===== src/rtl/meu_pkg.sv =====
`timescale 1ns / 1ps
`default_nettype none
// ----------------------------------------------------------------------------
// meu_pkg
// Shared types and constants of the modular exponentiation unit.
// ----------------------------------------------------------------------------
package meu_pkg;

   localparam int RES_W  = 30;
   localparam int BASE_W = 32;
   localparam int MU_W   = 31;

   localparam logic [RES_W-1:0] PRIME = 30'd1000000007;
   // floor(2^60 / PRIME), Barrett reciprocal
   localparam logic [MU_W-1:0]  MU    = 31'd1152921496;

   localparam logic [2:0] PH_FIRST = 3'd0;
   localparam logic [2:0] PH_MUL   = 3'd1;
   localparam logic [2:0] PH_LAST  = 3'd4;

   typedef enum logic [1:0] {
      ST_IDLE,
      ST_LOAD,
      ST_RUN,
      ST_DONE
   } state_type;

   typedef enum logic {
      KIND_SQ,
      KIND_MUL
   } kind_type;

   typedef struct packed {
      logic     valid;
      kind_type kind;
   } issue_type;

   typedef struct packed {
      logic             valid;
      kind_type         kind;
      logic [RES_W-1:0] value;
   } result_type;

endpackage
`default_nettype wire


===== src/rtl/meu_cell.sv =====
`timescale 1ns / 1ps
`default_nettype none
// ----------------------------------------------------------------------------
// meu_cell
// One exponent bit cell: loads its bit, then hands it down the row.
// ----------------------------------------------------------------------------
module meu_cell (
   input  wire logic clock,
   input  wire logic load,
   input  wire logic shift,
   input  wire logic load_bit,
   input  wire logic from_next,
   output logic      bit_q
);
   logic bit_ff;
   logic bit_in;

   always_comb begin
      bit_in = bit_ff;
      if (load) begin
         bit_in = load_bit;
      end else if (shift) begin
         bit_in = from_next;
      end
   end

   always_ff @(posedge clock) begin
      bit_ff <= bit_in;
   end

   assign bit_q = bit_ff;

endmodule
`default_nettype wire


===== src/rtl/meu_mulmod.sv =====
`timescale 1ns / 1ps
`default_nettype none
// ----------------------------------------------------------------------------
// meu_mulmod
// Four-stage multiply and Barrett reduction modulo the prime.
// ----------------------------------------------------------------------------
module meu_mulmod (
   input  wire logic                            clock,
   input  wire logic                            reset,
   input  wire meu_pkg::issue_type              issue,
   input  wire logic [meu_pkg::BASE_W-1:0]      op_a,
   input  wire logic [meu_pkg::RES_W-1:0]       op_b,
   output meu_pkg::result_type                  res
);
   import meu_pkg::*;

   issue_type        v1_ff, v2_ff, v3_ff;
   result_type       res_ff;
   logic [59:0]      prod_ff;
   logic [MU_W-1:0]  q3_ff;
   logic [31:0]      lo2_ff, lo3_ff, qp_ff;

   logic [61:0]      prod_in;
   logic [61:0]      q2_in;
   logic [60:0]      qp_full;
   logic [31:0]      r0, r1, r2;

   always_comb begin
      prod_in = {30'd0, op_a} * {32'd0, op_b};
      q2_in   = {31'd0, prod_ff[59:29]} * {31'd0, MU};
      qp_full = {30'd0, q3_ff} * {31'd0, PRIME};
      r0      = lo3_ff - qp_ff;
      r1      = (r0 >= {2'd0, PRIME}) ? r0 - {2'd0, PRIME} : r0;
      r2      = (r1 >= {2'd0, PRIME}) ? r1 - {2'd0, PRIME} : r1;
   end

   always_ff @(posedge clock) begin
      if (reset) begin
         v1_ff.valid  <= 1'b0;
         v2_ff.valid  <= 1'b0;
         v3_ff.valid  <= 1'b0;
         res_ff.valid <= 1'b0;
      end else begin
         v1_ff.valid  <= issue.valid;
         v2_ff.valid  <= v1_ff.valid;
         v3_ff.valid  <= v2_ff.valid;
         res_ff.valid <= v3_ff.valid;
      end
      v1_ff.kind   <= issue.kind;
      v2_ff.kind   <= v1_ff.kind;
      v3_ff.kind   <= v2_ff.kind;
      res_ff.kind  <= v3_ff.kind;
      prod_ff      <= prod_in[59:0];
      q3_ff        <= q2_in[61:31];
      lo2_ff       <= prod_ff[31:0];
      qp_ff        <= qp_full[31:0];
      lo3_ff       <= lo2_ff;
      res_ff.value <= r2[RES_W-1:0];
   end

   assign res = res_ff;

   a_res_reduced: assert property (@(posedge clock) disable iff (reset)
      res_ff.valid |-> res_ff.value < PRIME)
      else $error("mulmod result not reduced");

   a_latency: assert property (@(posedge clock) disable iff (reset)
      res_ff.valid |-> $past(v1_ff.valid, 3))
      else $error("mulmod result without issue");

   a_no_overrun: assert property (@(posedge clock) disable iff (reset)
      r0 < 32'd3000000021 || !v3_ff.valid)
      else $error("Barrett estimate off by more than two");

endmodule
`default_nettype wire


===== src/rtl/modular_exponentiation_unit_core.sv =====
`timescale 1ns / 1ps
`default_nettype none
// ----------------------------------------------------------------------------
// modular_exponentiation_unit_core
// base ** exponent mod 1000000007, right-to-left square-and-multiply.
//
//   channel  dir  beat fields
//   req      in   req_base, req_exponent
//   rsp      out  rsp_power
//
// One item at a time. Each exponent bit passes through the shared
// four-stage multiply/reduce pipeline (square, then multiply on a set bit).
// Synchronous active-high reset; no state kept between items.
// req_stall is high while an item is in work or its result waits on rsp_stall.
// ----------------------------------------------------------------------------
module modular_exponentiation_unit_core #(
   parameter int EXPONENT_BITS = 63
) (
   input  wire logic                         clock,
   input  wire logic                         reset,
   input  wire logic                         req_valid,
   output logic                              req_stall,
   input  wire logic [meu_pkg::BASE_W-1:0]   req_base,
   input  wire logic [EXPONENT_BITS-1:0]     req_exponent,
   output logic                              rsp_valid,
   input  wire logic                         rsp_stall,
   output logic [meu_pkg::RES_W-1:0]         rsp_power
);
   import meu_pkg::*;

   localparam int CNT_W = $clog2(EXPONENT_BITS + 1);

   state_type          state_ff, state_in;
   logic [2:0]         phase_ff, phase_in;
   logic [CNT_W-1:0]   cnt_ff, cnt_in;
   logic [RES_W-1:0]   sq_ff, acc_ff;
   logic [BASE_W-1:0]  base_ff;

   logic               accept;
   logic               cell_shift;
   logic [EXPONENT_BITS:0] chain;
   issue_type          issue;
   logic [BASE_W-1:0]  op_a;
   logic [RES_W-1:0]   op_b;
   result_type         res;

   assign accept = req_valid && !req_stall;
   assign chain[EXPONENT_BITS] = 1'b0;

   for (genvar i = 0; i < EXPONENT_BITS; i++) begin : g_cell
      meu_cell u_cell (
         .clock     (clock),
         .load      (accept),
         .shift     (cell_shift),
         .load_bit  (req_exponent[i]),
         .from_next (chain[i+1]),
         .bit_q     (chain[i])
      );
   end

   meu_mulmod u_mulmod (
      .clock (clock),
      .reset (reset),
      .issue (issue),
      .op_a  (op_a),
      .op_b  (op_b),
      .res   (res)
   );

   always_ff @(posedge clock) begin
      if (reset) begin
         state_ff <= ST_IDLE;
         phase_ff <= PH_FIRST;
         cnt_ff   <= '0;
      end else begin
         state_ff <= state_in;
         phase_ff <= phase_in;
         cnt_ff   <= cnt_in;
      end
   end

   always_ff @(posedge clock) begin
      if (accept) begin
         base_ff <= req_base;
         acc_ff  <= RES_W'(1);
      end else if (res.valid && res.kind == KIND_MUL) begin
         acc_ff  <= res.value;
      end
      if (res.valid && res.kind == KIND_SQ) begin
         sq_ff <= res.value;
      end
   end

   always_comb begin
      state_in    = state_ff;
      phase_in    = phase_ff;
      cnt_in      = cnt_ff;
      req_stall   = 1'b1;
      rsp_valid   = 1'b0;
      cell_shift  = 1'b0;
      issue.valid = 1'b0;
      issue.kind  = KIND_SQ;
      op_a        = {2'd0, sq_ff};
      op_b        = sq_ff;
      case (state_ff)
         ST_IDLE: begin
            req_stall = 1'b0;
            if (req_valid) begin
               state_in = ST_LOAD;
               phase_in = PH_FIRST;
               cnt_in   = '0;
            end
         end
         ST_LOAD: begin
            if (phase_ff == PH_FIRST) begin
               issue.valid = 1'b1;
               op_a        = base_ff;
               op_b        = RES_W'(1);
            end
            if (phase_ff == PH_LAST) begin
               state_in = ST_RUN;
               phase_in = PH_FIRST;
            end else begin
               phase_in = phase_ff + 3'd1;
            end
         end
         ST_RUN: begin
            if (phase_ff == PH_FIRST) begin
               issue.valid = 1'b1;
            end
            if (phase_ff == PH_MUL) begin
               issue.valid = chain[0];
               issue.kind  = KIND_MUL;
               op_a        = {2'd0, acc_ff};
            end
            if (phase_ff == PH_LAST) begin
               cell_shift = 1'b1;
               phase_in   = PH_FIRST;
               cnt_in     = cnt_ff + CNT_W'(1);
               if (cnt_ff == CNT_W'(EXPONENT_BITS - 1)) begin
                  state_in = ST_DONE;
               end
            end else begin
               phase_in = phase_ff + 3'd1;
            end
         end
         ST_DONE: begin
            if (phase_ff == PH_FIRST) begin
               phase_in = PH_MUL;
            end else begin
               rsp_valid = 1'b1;
               if (!rsp_stall) begin
                  state_in = ST_IDLE;
                  phase_in = PH_FIRST;
               end
            end
         end
         default: begin
            state_in = ST_IDLE;
         end
      endcase
   end

   assign rsp_power = acc_ff;

   a_start: assert property (@(posedge clock) disable iff (reset)
      accept |=> state_ff == ST_LOAD && acc_ff == RES_W'(1))
      else $error("item start did not seed accumulator");

   a_sq_phase: assert property (@(posedge clock) disable iff (reset)
      res.valid && res.kind == KIND_SQ |-> phase_ff == PH_LAST)
      else $error("square result out of phase");

   a_rsp_reduced: assert property (@(posedge clock) disable iff (reset)
      rsp_valid |-> rsp_power < PRIME)
      else $error("result not reduced");

endmodule
`default_nettype wire


===== config.mk =====
export PLATFORM = sky130hd
export DESIGN_NAME = modular_exponentiation_unit_core
export DESIGN_NICKNAME = d
export VERILOG_FILES = /design/src/rtl/meu_pkg.sv /design/src/rtl/meu_cell.sv /design/src/rtl/meu_mulmod.sv /design/src/rtl/modular_exponentiation_unit_core.sv
export SDC_FILE = /design/constraint.sdc
export NUM_CORES = 2
export LEC_CHECK = 0
export ABC_AREA = 1
export ABC_CLOCK_PERIOD_IN_PS = 11800
export BUFFER_PORTS_ARGS = -buffer_cell sky130_fd_sc_hd__buf_4
export CAP_MARGIN = 20
export CORE_MARGIN = 2
export CORE_UTILIZATION = 40
export CTS_CLUSTER_DIAMETER = 40
export DETAILED_ROUTE_END_ITERATION = 7
export HOLD_SLACK_MARGIN = 0.08
export PLACE_DENSITY_LB_ADDON = 0.3
export REMOVE_ABC_BUFFERS = 1
export SETUP_SLACK_MARGIN = 0.02
export SYNTH_ARGS = -nofsm -noshare
export SYNTH_HDL_FRONTEND = slang
export SYNTH_SLANG_ARGS = --single-unit

===== constraint.sdc =====
create_clock -name clock -period 11.8 [get_ports clock]
set_input_delay 0.59 -clock clock [delete_from_list [all_inputs] [get_ports clock]]
set_output_delay 0.59 -clock clock [all_outputs]
set_load 0.02 [all_outputs]

==> metrics.cfg <==
[layout]
n_fill_cell=16630
multi_input_area_um2=50540
post-route-util=0.4370
final_design_area_no_fill_um2=73160
syn2layout_area_growth_pct=8.435
drive_above_1_share=0.05343
nets=10180
seq_area_um2=9079

[logic_synthesis]
synthTopCellsByArea=fa_1 (38%), ha_1 (15%), inv_1 (11%)
ys_ff_latch=391
synth_top_area_share=0.3795
async_reset_ff_frac=0
synth_simple_gate_area_frac=0.1545
synth_area_leader_cell=fa_1
avgSynthCellArea_um2=8.576
synth.cell_area_um2=67470
synth_cell_types=58
synth_edf_count=125
synthAdderAreaFrac=0.5264
synth_compound_area_frac=0.04104
ys_seq_area_frac=0.1346
synth_mux_area_frac=0
syn-instance-count=7867
synth_top_family_by_area=adder cells
synth_xor_area_frac=0.02337
synth-warning-count=0
synth_ff_type=dfxtp_1

[placement]
hpwl_um=164900
gp_congestion=0.9508
numPortBuffers=130
dp_slack_ns=0.6532
placed_area_um2=71250

[global_route]
grt_pass1_vias=54490
grt_antenna_before_repair=1
grt_max_degree=75
gr-usage-all-layers=0.2334
grt_overflow=0
grt_pass1_wl_um=311500

[die]
initial_core_util=0.4030
die_area_um2=172000
placementRows=150
chipHeight_um=414.7
die_x_um=414.7
pin_count=131
fp.coreArea_um2=167400

[clock_network]
cts_sinks=391
clock_path_buffers=3
cts_max_level=2
cts_tree=built
clock_latency_ns=0.66
hold_buffers=0
numCtsBuffers=53
clk_pin_slew_ns=0.07
root_buffer=clkbuf_16

[worst_setup_path]
slowest_stage=ha_1
critical_path_arrival_ns=11.61
worstPathRequired_ns=12.34
cp_num_buf_inv=10
cp_slowest_stage_delay_ns=0.66
critPathCaptureType=flop
path_max_fanout=13
critPathKind=flop to flop
crit_family=adder cells
critPathLaunchType=flop
crit_path_frequent_cell=fa_1

[timing]
period_minus_slack_ns=11.07
setup_tns_ns=0
setup_viol=0
rsz0062_at_grt=false
hold_viol_final=0
tightestPinTransition_ns=1.190
max_freq_mhz=90.32
fin_skew_ns=0.03972
timing.final.ws_setup_ns=0.7282
period_share=0.9383
slew_headroom=0.2050
maxSlewViolCount=0

[routing]
drtIter0Drc=3785
vias=51180
antenna_left=0
drc=0
drt-vias-per-instance=4.991
routed_wl_um=196900
drt_first_pass_iters=6
wire_per_inst_um=19.20

[job]
maxCapViolCount=0

[hold_path]
hp-class=input port to flop

[status]
status=completed

[path summary, 6_finish.rpt]
| kind | endpoint | cells after the start | slack [ns] | from |
|---|---|---|---|---|
| worst max register to register | u_mulmod.prod_ff[56] | 36 | 0.73 | state_ff[0] |
| worst min-delay path | base_ff[25] | 1 | 0.11 | req_base[25] |
| worst min register to register | u_mulmod.lo2_ff[15] | 0 | 0.32 | u_mulmod.prod_ff[15] |
| worst max-delay path | u_mulmod.prod_ff[56] | 36 | 0.73 | state_ff[0] |
[cell families (layout without fill, tap and decap cells)]
family | Yosys count | count (layout)
compound gates | 484 | 484
other cells | 2 | 56
buf+inv | 2134 | 2262
simple gates | 2605 | 2605
xor+xnor | 180 | 180
fa+ha+maj | 2071 | 2071
flops | 391 | 391
[sequential cells by signal (all words and copies together), names as in the netlist]
signal and cells:
u_mulmod.res 32, state_ff 2, u_mulmod.q3_ff 31, u_mulmod.v1_ff 2
sq_ff 30, u_mulmod.v2_ff 2, phase_ff 3, u_mulmod.lo2_ff 32
u_mulmod.qp_ff 32, u_mulmod.prod_ff 60, cnt_ff 6, u_mulmod.v3_ff 2
rsp_power 30, g_cell.u_cell.bit_q 63, u_mulmod.lo3_ff 32, base_ff 32
[cell usage after synthesis (19+ instances only)]
| cell | count |
|---|---|
| a22oi_1 | 23 |
| nand3_1 | 156 |
| clkinv_1 | 26 |
| edfxtp_1 | 125 |
| nand4_1 | 37 |
| o21ai_0 | 135 |
| inv_2 | 37 |
| xnor2_1 | 65 |
| a31oi_1 | 31 |
| nor2_1 | 851 |
| ha_1 | 792 |
| inv_1 | 1894 |
| fa_1 | 1279 |
| nand2_1 | 1447 |
| dfxtp_1 | 266 |
| nand2_2 | 39 |
| clkbuf_1 | 153 |
| nor2_2 | 19 |
| xor2_1 | 115 |
| a21oi_1 | 199 |
| nor3_1 | 20 |
[per-layer routing]
| metal | share of wire | up-vias | GRT usage | wire length [µm] |
|---|---|---|---|---|
| met5 | 0 | - | 0 | 0 |
| met4 | 0.038 | 0 | 0.07862 | 7577 |
| met3 | 0.079 | 344 | 0.04552 | 15490 |
| met2 | 0.47 | 1712 | 0.3838 | 91990 |
| met1 | 0.42 | 25480 | 0.3081 | 81810 |
| li1 | - | 23640 | - | - |
[layout by cell type, fill, tap and decap left out, drive strengths merged, types with 9 or more instances in the layout]
| master | count |
|---|---|
| nor3 | 20 |
| clkbuf | 60 |
| buf | 206 |
| a22oi | 23 |
| xnor2 | 65 |
| conb | 55 |
| a221oi | 11 |
| nand3 | 165 |
| a21boi | 11 |
| dfxtp | 266 |
| nand4 | 37 |
| o21bai | 9 |
| o21a | 14 |
| edfxtp | 125 |
| o21ai | 149 |
| nor2 | 876 |
| a31oi | 31 |
| nand2 | 1488 |
| inv | 1948 |
| xor2 | 115 |
| fa | 1279 |
| clkinv | 41 |
| ha | 792 |
| a21oi | 201 |
[per-stage QoR]
| stage | instances | hold slack (ns) |
|---|---|---|
| after floorplan | 7744 | 0.3096 |
| after global placement | 10150 | 0.3104 |
| after detailed placement | 10150 | 0.3121 |
| after CTS | 10250 | 0.08293 |
| after global routing | 10250 | 0.09446 |
| final | 10250 | 0.1073 |
[layout make-up]
| cell class | instances | area share |
|---|---|---|
| Clock inverter | 38 | 0.006927 |
| Antenna cell | 1 | 0.00003421 |
| Sequential cell | 391 | 0.1241 |
| Timing Repair Buffer | 206 | 0.02131 |
| Tap cell | 2204 | 0.03770 |
| Clock buffer | 60 | 0.01849 |
| Inverter | 1958 | 0.1006 |
| Multi-Input combinational cell | 5395 | 0.6908 |
[timing repair]
action	CTS	global route
setup endpoints to repair	0	5
buffers inserted	0	2
gates resized for setup	0	2
hold endpoints to repair	0	0
Power is not shown: default switching activity piles up to over one toggle a cycle in this logic, so the estimate is an artifact.
